**src/rtl/dmxp_pkg.sv**
```systemverilog
package dmxp_pkg;

  localparam int unsigned CHANNELS = 512;
  localparam int unsigned ADDR_W   = $clog2(CHANNELS);
  localparam int unsigned CNT_W    = 10;
  localparam int unsigned POS_W    = CNT_W + 1;
  localparam int unsigned IDX_W    = 9;

  typedef logic [7:0] byte_t;
  typedef logic [1:0] cmd_t;

  localparam cmd_t CMD_WRITE = 2'd0;
  localparam cmd_t CMD_FETCH = 2'd1;
  localparam cmd_t CMD_CLEAR = 2'd2;

  localparam byte_t HDR_START = 8'd4;
  localparam byte_t HDR_BULK  = 8'd2;
  localparam byte_t HDR_END   = 8'd3;

  localparam logic [CNT_W-1:0] CHAN_LIMIT = CNT_W'(CHANNELS);
  localparam logic [CNT_W-1:0] COUNT_RST  = CNT_W'(16);
  localparam logic [POS_W-1:0] TAIL_LEN   = POS_W'(6);
  localparam logic [2:0]       START_LEN  = 3'd6;
  localparam logic [2:0]       BULK_LEN   = 3'd7;

  typedef enum logic [3:0] {
    ST_CLEAR = 4'b0001,
    ST_IDLE  = 4'b0010,
    ST_READ  = 4'b0100,
    ST_WAIT  = 4'b1000
  } state_e;

  typedef struct packed {
    logic             fire;
    logic             frame_done;
    byte_t [7:0]      bytes;
  } dmxp_res_t;

endpackage

```
**src/rtl/dmxp_store.sv**
```systemverilog
module dmxp_store (
  input  logic                        clk_i,
  input  logic                        we_i,
  input  logic [dmxp_pkg::ADDR_W-1:0] waddr_i,
  input  dmxp_pkg::byte_t             wdata_i,
  input  logic [dmxp_pkg::ADDR_W-1:0] raddr_i,
  output dmxp_pkg::byte_t             rdata_o
);
  import dmxp_pkg::*;

  byte_t mem_q [CHANNELS];
  byte_t rdata_q;

  always_ff @(posedge clk_i) begin
    if (we_i) begin
      mem_q[waddr_i] <= wdata_i;
    end
    rdata_q <= mem_q[raddr_i];
  end

  assign rdata_o = rdata_q;

endmodule

```
**src/rtl/dmxp_engine.sv**
```systemverilog
module dmxp_engine (
  input  logic                        clk_i,
  input  logic                        rst_ni,
  input  logic                        req_i,
  input  dmxp_pkg::cmd_t              command_i,
  input  logic [dmxp_pkg::IDX_W-1:0]  channel_index_i,
  input  dmxp_pkg::byte_t             channel_value_i,
  input  logic [dmxp_pkg::CNT_W-1:0]  count_i,
  input  logic                        out_free_i,
  output logic                        ready_o,
  output dmxp_pkg::dmxp_res_t         res_o,
  output logic                        mem_we_o,
  output logic [dmxp_pkg::ADDR_W-1:0] mem_waddr_o,
  output dmxp_pkg::byte_t             mem_wdata_o,
  output logic [dmxp_pkg::ADDR_W-1:0] mem_raddr_o,
  input  dmxp_pkg::byte_t             mem_rdata_i
);
  import dmxp_pkg::*;

  state_e            state_q;
  logic [ADDR_W-1:0] clr_q;
  logic              phase_q;
  logic [CNT_W-1:0]  pos_q;
  logic [CNT_W-1:0]  iss_q;
  logic [CNT_W-1:0]  ret_q;
  logic              rvld_q;
  logic              scan_q;
  logic              start_q;
  logic              end_q;
  logic [2:0]        slot_q;
  logic [2:0]        left_q;
  logic              done_q;
  byte_t [7:0]       pkt_q;

  logic             is_bulk;
  logic [CNT_W-1:0] remain;
  logic [2:0]       tail_cnt;
  byte_t            rbyte;
  logic             skip;
  logic             take;
  logic             last;
  logic [CNT_W-1:0] nxt;
  logic             fin;

  // Decision for the next packet of a frame that is already running.
  assign is_bulk  = ({1'b0, pos_q} + TAIL_LEN) < {1'b0, count_i};
  assign remain   = count_i - pos_q;
  assign tail_cnt = (pos_q < count_i) ? remain[2:0] : 3'd0;

  // Read data returns in the cycle after the address; channels past the store read zero.
  assign rbyte = (ret_q < CHAN_LIMIT) ? mem_rdata_i : '0;
  assign skip  = scan_q && (ret_q < count_i) && (rbyte == '0);
  assign take  = (state_q == ST_READ) && rvld_q && !skip;
  assign last  = take && (left_q == 3'd1);
  assign nxt   = ret_q + CNT_W'(1);
  assign fin   = end_q || (start_q && (nxt >= count_i));

  always_comb begin
    mem_we_o    = 1'b0;
    mem_waddr_o = channel_index_i[ADDR_W-1:0];
    mem_wdata_o = channel_value_i;
    if (state_q == ST_CLEAR) begin
      mem_we_o    = 1'b1;
      mem_waddr_o = clr_q;
      mem_wdata_o = '0;
    end else if ((state_q == ST_IDLE) && req_i && (command_i == CMD_WRITE)) begin
      mem_we_o = ({1'b0, channel_index_i} < CHAN_LIMIT);
    end
  end

  assign mem_raddr_o = iss_q[ADDR_W-1:0];

  always_ff @(posedge clk_i or negedge rst_ni) begin
    if (!rst_ni) begin
      state_q <= ST_CLEAR;
      clr_q   <= '0;
      phase_q <= 1'b0;
      pos_q   <= '0;
      iss_q   <= '0;
      ret_q   <= '0;
      rvld_q  <= 1'b0;
      scan_q  <= 1'b0;
      start_q <= 1'b0;
      end_q   <= 1'b0;
      slot_q  <= '0;
      left_q  <= '0;
      done_q  <= 1'b0;
      pkt_q   <= '0;
    end else begin
      case (state_q)
        ST_CLEAR: begin
          clr_q <= clr_q + ADDR_W'(1);
          if (clr_q == ADDR_W'(CHANNELS - 1)) begin
            state_q <= ST_IDLE;
          end
        end
        ST_IDLE: begin
          rvld_q <= 1'b0;
          if (req_i) begin
            case (command_i)
              CMD_CLEAR: begin
                clr_q   <= '0;
                state_q <= ST_CLEAR;
              end
              CMD_FETCH: begin
                if (!phase_q) begin
                  start_q  <= 1'b1;
                  end_q    <= 1'b0;
                  scan_q   <= 1'b1;
                  iss_q    <= '0;
                  slot_q   <= 3'd2;
                  left_q   <= START_LEN;
                  pkt_q[0] <= HDR_START;
                  state_q  <= ST_READ;
                end else if (is_bulk) begin
                  start_q  <= 1'b0;
                  end_q    <= 1'b0;
                  scan_q   <= 1'b0;
                  iss_q    <= pos_q;
                  slot_q   <= 3'd1;
                  left_q   <= BULK_LEN;
                  pkt_q[0] <= HDR_BULK;
                  state_q  <= ST_READ;
                end else begin
                  start_q  <= 1'b0;
                  end_q    <= 1'b1;
                  scan_q   <= 1'b0;
                  iss_q    <= pos_q;
                  slot_q   <= 3'd2;
                  left_q   <= tail_cnt;
                  pkt_q[0] <= HDR_END;
                  pkt_q[1] <= byte_t'(tail_cnt);
                  if (tail_cnt == 3'd0) begin
                    // Nothing left to send: the end packet closes the frame at once.
                    done_q  <= 1'b1;
                    phase_q <= 1'b0;
                    pos_q   <= '0;
                    state_q <= ST_WAIT;
                  end else begin
                    state_q <= ST_READ;
                  end
                end
              end
              default: begin
              end
            endcase
          end
        end
        ST_READ: begin
          iss_q  <= iss_q + CNT_W'(1);
          ret_q  <= iss_q;
          rvld_q <= !last;
          if (take) begin
            if (scan_q) begin
              pkt_q[1] <= nxt[7:0];
              scan_q   <= 1'b0;
            end
            pkt_q[slot_q] <= rbyte;
            slot_q        <= slot_q + 3'd1;
            left_q        <= left_q - 3'd1;
          end
          if (last) begin
            done_q  <= fin;
            phase_q <= !fin;
            pos_q   <= fin ? '0 : nxt;
            state_q <= ST_WAIT;
          end
        end
        ST_WAIT: begin
          if (out_free_i) begin
            state_q <= ST_IDLE;
          end
        end
        default: begin
          state_q <= ST_IDLE;
        end
      endcase
    end
  end

  assign ready_o          = (state_q == ST_IDLE);
  assign res_o.fire       = (state_q == ST_WAIT) && out_free_i;
  assign res_o.frame_done = done_q;
  assign res_o.bytes      = pkt_q;

endmodule

```
**src/rtl/dmx_channel_packetizer_unit.sv**
```systemverilog
// Channel   Handshake                 Payload
// in        in_valid_i / in_stall_o   command_i, channel_index_i, channel_value_i
// out       out_valid_o / out_stall_i byte0_o .. byte7_o, frame_done_o
// cfg       cfg_we_i                  cfg_data_i (channel count)
//
// A write or unused command leaves the engine idle; a clear sweeps the store to zero.
// A fetch reads one store byte per cycle through the single read port; a start packet
// first skips leading zero channels; an end packet with nothing left reads no byte.
// After reset the store is swept to zero with in_stall_o high.
// One finished packet waits in the output register; a later fetch holds in the engine
// until that register is free.
module dmx_channel_packetizer_unit (
  input  logic                       clk_i,
  input  logic                       rst_ni,
  input  logic                       in_valid_i,
  output logic                       in_stall_o,
  input  dmxp_pkg::cmd_t             command_i,
  input  logic [dmxp_pkg::IDX_W-1:0] channel_index_i,
  input  dmxp_pkg::byte_t            channel_value_i,
  output logic                       out_valid_o,
  input  logic                       out_stall_i,
  output dmxp_pkg::byte_t            byte0_o,
  output dmxp_pkg::byte_t            byte1_o,
  output dmxp_pkg::byte_t            byte2_o,
  output dmxp_pkg::byte_t            byte3_o,
  output dmxp_pkg::byte_t            byte4_o,
  output dmxp_pkg::byte_t            byte5_o,
  output dmxp_pkg::byte_t            byte6_o,
  output dmxp_pkg::byte_t            byte7_o,
  output logic                       frame_done_o,
  input  logic                       cfg_we_i,
  input  logic [dmxp_pkg::CNT_W-1:0] cfg_data_i
);
  import dmxp_pkg::*;

  logic [CNT_W-1:0]  count_q;
  logic [CNT_W-1:0]  count_eff;
  logic              ready;
  logic              req;
  logic              out_free;
  dmxp_res_t         res;
  logic              out_valid_q;
  logic              out_done_q;
  byte_t [7:0]       out_bytes_q;
  logic              mem_we;
  logic [ADDR_W-1:0] mem_waddr;
  byte_t             mem_wdata;
  logic [ADDR_W-1:0] mem_raddr;
  byte_t             mem_rdata;

  always_ff @(posedge clk_i or negedge rst_ni) begin
    if (!rst_ni) begin
      count_q <= COUNT_RST;
    end else if (cfg_we_i) begin
      count_q <= cfg_data_i;
    end
  end

  // A count above the store size is taken as the store size.
  assign count_eff = (count_q > CHAN_LIMIT) ? CHAN_LIMIT : count_q;

  assign req        = in_valid_i && ready;
  assign in_stall_o = !ready;
  assign out_free   = !out_valid_q || !out_stall_i;

  dmxp_engine u_engine (
    .clk_i          (clk_i),
    .rst_ni         (rst_ni),
    .req_i          (req),
    .command_i      (command_i),
    .channel_index_i(channel_index_i),
    .channel_value_i(channel_value_i),
    .count_i        (count_eff),
    .out_free_i     (out_free),
    .ready_o        (ready),
    .res_o          (res),
    .mem_we_o       (mem_we),
    .mem_waddr_o    (mem_waddr),
    .mem_wdata_o    (mem_wdata),
    .mem_raddr_o    (mem_raddr),
    .mem_rdata_i    (mem_rdata)
  );

  dmxp_store u_store (
    .clk_i  (clk_i),
    .we_i   (mem_we),
    .waddr_i(mem_waddr),
    .wdata_i(mem_wdata),
    .raddr_i(mem_raddr),
    .rdata_o(mem_rdata)
  );

  always_ff @(posedge clk_i or negedge rst_ni) begin
    if (!rst_ni) begin
      out_valid_q <= 1'b0;
    end else if (res.fire) begin
      out_valid_q <= 1'b1;
    end else if (!out_stall_i) begin
      out_valid_q <= 1'b0;
    end
  end

  always_ff @(posedge clk_i) begin
    if (res.fire) begin
      out_bytes_q <= res.bytes;
      out_done_q  <= res.frame_done;
    end
  end

  assign out_valid_o  = out_valid_q;
  assign byte0_o      = out_bytes_q[0];
  assign byte1_o      = out_bytes_q[1];
  assign byte2_o      = out_bytes_q[2];
  assign byte3_o      = out_bytes_q[3];
  assign byte4_o      = out_bytes_q[4];
  assign byte5_o      = out_bytes_q[5];
  assign byte6_o      = out_bytes_q[6];
  assign byte7_o      = out_bytes_q[7];
  assign frame_done_o = out_done_q;

  // A finished packet is only handed over when the output register is free.
  assert property (@(posedge clk_i) disable iff (!rst_ni)
    res.fire |-> (!out_valid_q || !out_stall_i))
    else $error("packet handed over while output register is occupied");

  // The engine is never idle while it hands over a packet.
  assert property (@(posedge clk_i) disable iff (!rst_ni)
    res.fire |-> in_stall_o)
    else $error("packet handed over while accepting items");

  // A clear command starts the sweep, so the block is busy in the next cycle.
  assert property (@(posedge clk_i) disable iff (!rst_ni)
    (in_valid_i && !in_stall_o && (command_i == CMD_CLEAR)) |=> in_stall_o)
    else $error("clear command did not start the store sweep");

  // Only start and end packets can close a frame.
  assert property (@(posedge clk_i) disable iff (!rst_ni)
    (out_valid_o && frame_done_o) |-> ((byte0_o == HDR_START) || (byte0_o == HDR_END)))
    else $error("bulk packet marked as last of frame");

endmodule
```
**config.mk**
```make
export PLATFORM = sky130hd
export DESIGN_NAME = dmx_channel_packetizer_unit
export DESIGN_NICKNAME = d
export VERILOG_FILES = /design/src/rtl/dmxp_pkg.sv /design/src/rtl/dmxp_store.sv /design/src/rtl/dmxp_engine.sv /design/src/rtl/dmx_channel_packetizer_unit.sv
export SDC_FILE = /design/constraint.sdc
export NUM_CORES = 2
export LEC_CHECK = 0
export BUFFER_PORTS_ARGS = -buffer_cell sky130_fd_sc_hd__buf_2
export CELL_PAD_IN_SITES_DETAIL_PLACEMENT = 0
export CELL_PAD_IN_SITES_GLOBAL_PLACEMENT = 1
export CORE_MARGIN = 10
export CORE_UTILIZATION = 50
export CTS_CLUSTER_DIAMETER = 60
export DETAILED_ROUTE_END_ITERATION = 10
export PLACE_DENSITY = 0.78
export SYNTH_ARGS = -nofsm -noshare
export SYNTH_HDL_FRONTEND = slang
export SYNTH_SLANG_ARGS = --single-unit
```
**constraint.sdc**
```tcl
create_clock -name clk_i -period 45.9 [get_ports clk_i]
set_clock_uncertainty 0.1 [all_clocks]
set_input_delay 2.295 -clock clk_i [delete_from_list [all_inputs] [get_ports clk_i]]
set_output_delay 2.295 -clock clk_i [all_outputs]
set_load 0.005 [all_outputs]
```
==> metrics.cfg <==
[cts]
clk_pin_slew_worst_paths_ps = 60
ctsHoldBuffers = 0
cts_made_buffers = 419
post_cts_buffers = 0
cts_sinks = 4299
h-tree-depth = 5
cts_tree = done
cts.repair.resized = 0
clockBufferDepth = 4
ctsRootBufferMaster = clkbuf_16
clk_latency_ps = 970

[detailed_routing]
wl_per_cell_microns = 33.9
viasPerCell = 6.55
wl_met2_microns = 205000
met1Wirelength_microns = 167000
drt_wl_total_microns = 445000
drc = 0
drtPass1Iterations = 9
highest_layer = met5
drtAntennaViolNets = 0
via_count = 85914
wl_met3_microns = 54200
dr.first_iter.drc_count = 12974

[placement]
hpwl_microns = 258000
portBuffers = 100
gp_congestion = 0.834
post_dp_cell_area_sq_um = 173000

[cells_and_area]
fin_area_sq_um = 187000
nFillCells = 24121
drive_above_1_share = 0.238
nets = 8430
area_delta_synth_final_pct = 11.5

[timing]
setup_viol = 0
fin_crit_ps = 7100
hold_viol = 0
worst_pin_slew_ps = 1510
tns_ps = 0
slew_headroom = -0.0206
finalCritPeriodShare = 0.155
maxSlewViolCount = 22
grt_setup_unrepaired = no
max_freq_ghz = 0.141

[critical_path]
required_ps = 46630
start_kind = flop
critPathKind = flop to flop
cp.arrival_ps = 7830
cp_max_fo = 90
end_kind = flop

[floorplanning]
start_util = 0.503
die_x_microns = 600
rows = 212
die-area_sq_um = 360000
io_pins = 101
die_h_microns = 600
coreArea_sq_um = 334000

[logic_synthesis]
netlist_instances = 8134
synth.avg_cell_area_sq_um = 20.7
synth-edff-count = 4161
synth-seq-cells = 4299
syn_area_sq_um = 168000
synth.net_count = 8217
synth_warnings = 0
yosys.cell_types.count = 83
yosysTopAreaCell = edfxtp_1
async_reset_ff_frac = 0.0302
synthFlopType = edfxtp_1
ys_seq_area_frac = 0.763
yosysTopAreaCellShare = 0.743
synth_area_leaders = edfxtp_1 74%, mux4_2 14%, dfrtp_1 1.9%, mux2i_1 1.7%, nor2_1 1.4%

[pwr]
p_leak_nw = 58.3
p_per_area_nw_per_um2 = 54.8
ir_drop_v = 0.0000537

[grt]
grt_pass1_wl_microns = 636000
grt_pass1_vias = 84845
antenna_found_initial = 37
grt_overflow = 0
grt_use_total = 0.244
grt_max_degree = 241

[run_status]
violations = capacitance limit, slew limit
status = finished with violations

[flow_run]
cap_violations = 2

[min_path]
worstHoldPathType = flop to flop

cells in the mapped netlist (24+ instances only):
library cell and instances:
mux2_2 70, nand2_1 323, clkbuf_1 229, and2_1 24, mux2i_1 294, a31oi_1 37
a21oi_1 136, mux4_2 1013, o21ai_0 134, buf_6 51, nor2b_1 30, dfrtp_1 128
buf_2 94, a22oi_1 86, buf_1 29, o22ai_1 57, edfxtp_1 4161, nor2_1 626
a211oi_1 51, o221ai_1 43, nor3_1 32, buf_4 65, ha_1 48, nand3_1 60
path summary, 6_finish.rpt:
path	depth (start not counted)	start	slack (ps)	to
max	11	u_engine.iss_q[0]	38800	u_store.rdata_o[4]
min	0	u_engine.res_o[59]	350	byte7_o[3]
max reg2reg	11	u_engine.iss_q[0]	38800	u_store.rdata_o[4]
min reg2reg	0	u_engine.res_o[59]	350	byte7_o[3]
max in group asynchronous	2	rst_ni	42890	u_engine.res_o[58]
min in group asynchronous	1	rst_ni	1270	count_q[1]
power breakdown:
group          internal (mW)  switching [mW]  total, mW
sequential              4.42          0.0721       4.49
combinational          0.837            1.45       2.29
clock                   2.01            1.48       3.49
total                   7.26            3.00       10.3
metrics by stage:
stage	hold WS (ps)	std cells	worst slack [ps]	power (mW)	util
2_1_floorplan	319	8134	28610	6.06	-
3_3_place_gp	329	12307	38580	6.80	0.519
3_5_place_dp	328	12312	38870	6.83	0.519
4_1_cts	337	13092	38850	10.3	0.561
5_1_grt	358	13100	38400	10.5	0.561
6_report	347	13125	38800	10.3	0.561
cell usage in the layout, fill, tap and decap left out, drive strengths merged, types with 9 or more instances in the layout:
cell / instances
nand3b: 9
a22o: 13
dfrtp: 128
edfxtp: 4161
a31oi: 37
and2: 24
a221oi: 18
nor2b: 30
clkinv: 177
and3: 13
ha: 48
clkinvlp: 23
a211oi: 52
a2111oi: 17
mux4: 1013
mux2i: 294
nand2: 323
a22oi: 87
inv: 42
o211ai: 16
nand3: 60
diode: 32
nor4: 9
o221ai: 43
nor2: 626
nor3: 33
buf: 274
clkbuf: 514
a21oi: 136
mux2: 70
o22ai: 57
xnor2: 15
bufinv: 49
a311oi: 10
nand2b: 18
o21ai: 156
cells by family (layout without fill, tap and decap cells):
group                      count (synthesis)  in the layout  synth area share
AOI/OAI and AO/OA                        702            702            0.0275
xor gates and xnor gates                  21             21           0.00109
adders and majority gates                 49             49           0.00369
buffers and inverters                    507           1079            0.0170
DFF                                     4299           4299             0.763
muxes                                   1377           1377             0.158
other                                      0             32                 0
and+or+nand+nor                         1179           1179            0.0296
state kept, by name (all words and copies together) (netlist names), 9 cells and up:
signal,count
u_store.mem_q,4096
u_engine.res_o,64
u_engine.clr_q,9
u_engine.pos_q,10
u_engine.iss_q,10
u_engine.ret_q,10
count_q,10
metal layers:
layer,track usage,up-vias
met5,0,-
met4,0.0962,10
met3,0.0653,888
met2,0.367,5561
met1,0.345,45395
li1,-,34060
area by class of cell:
type	count	area (sq um)	area share
well taps	4387	5490	0.0293
repair buffers	275	2100	0.0112
multi-input cells	3328	37300	0.199
clock buffers	513	11200	0.0595
flip-flops and latches	4299	128000	0.685
inverters	24	98.8	0.000527
clock inverters	267	2810	0.0150
diodes	32	80.1	0.000427
critical path, cell delays in order, from the launching register on:
cell      delay [ps]
dfrtp_4          930
buf_12           580
buf_4            670
buf_12           600
buf_4            710
mux4_2           580
mux2i_1          150
o22ai_1          180
o311ai_0        1250
o211ai_1         480
a31oi_1          290
a41oi_1           70
No activity file was read; power rests on OpenSTA's default activity.
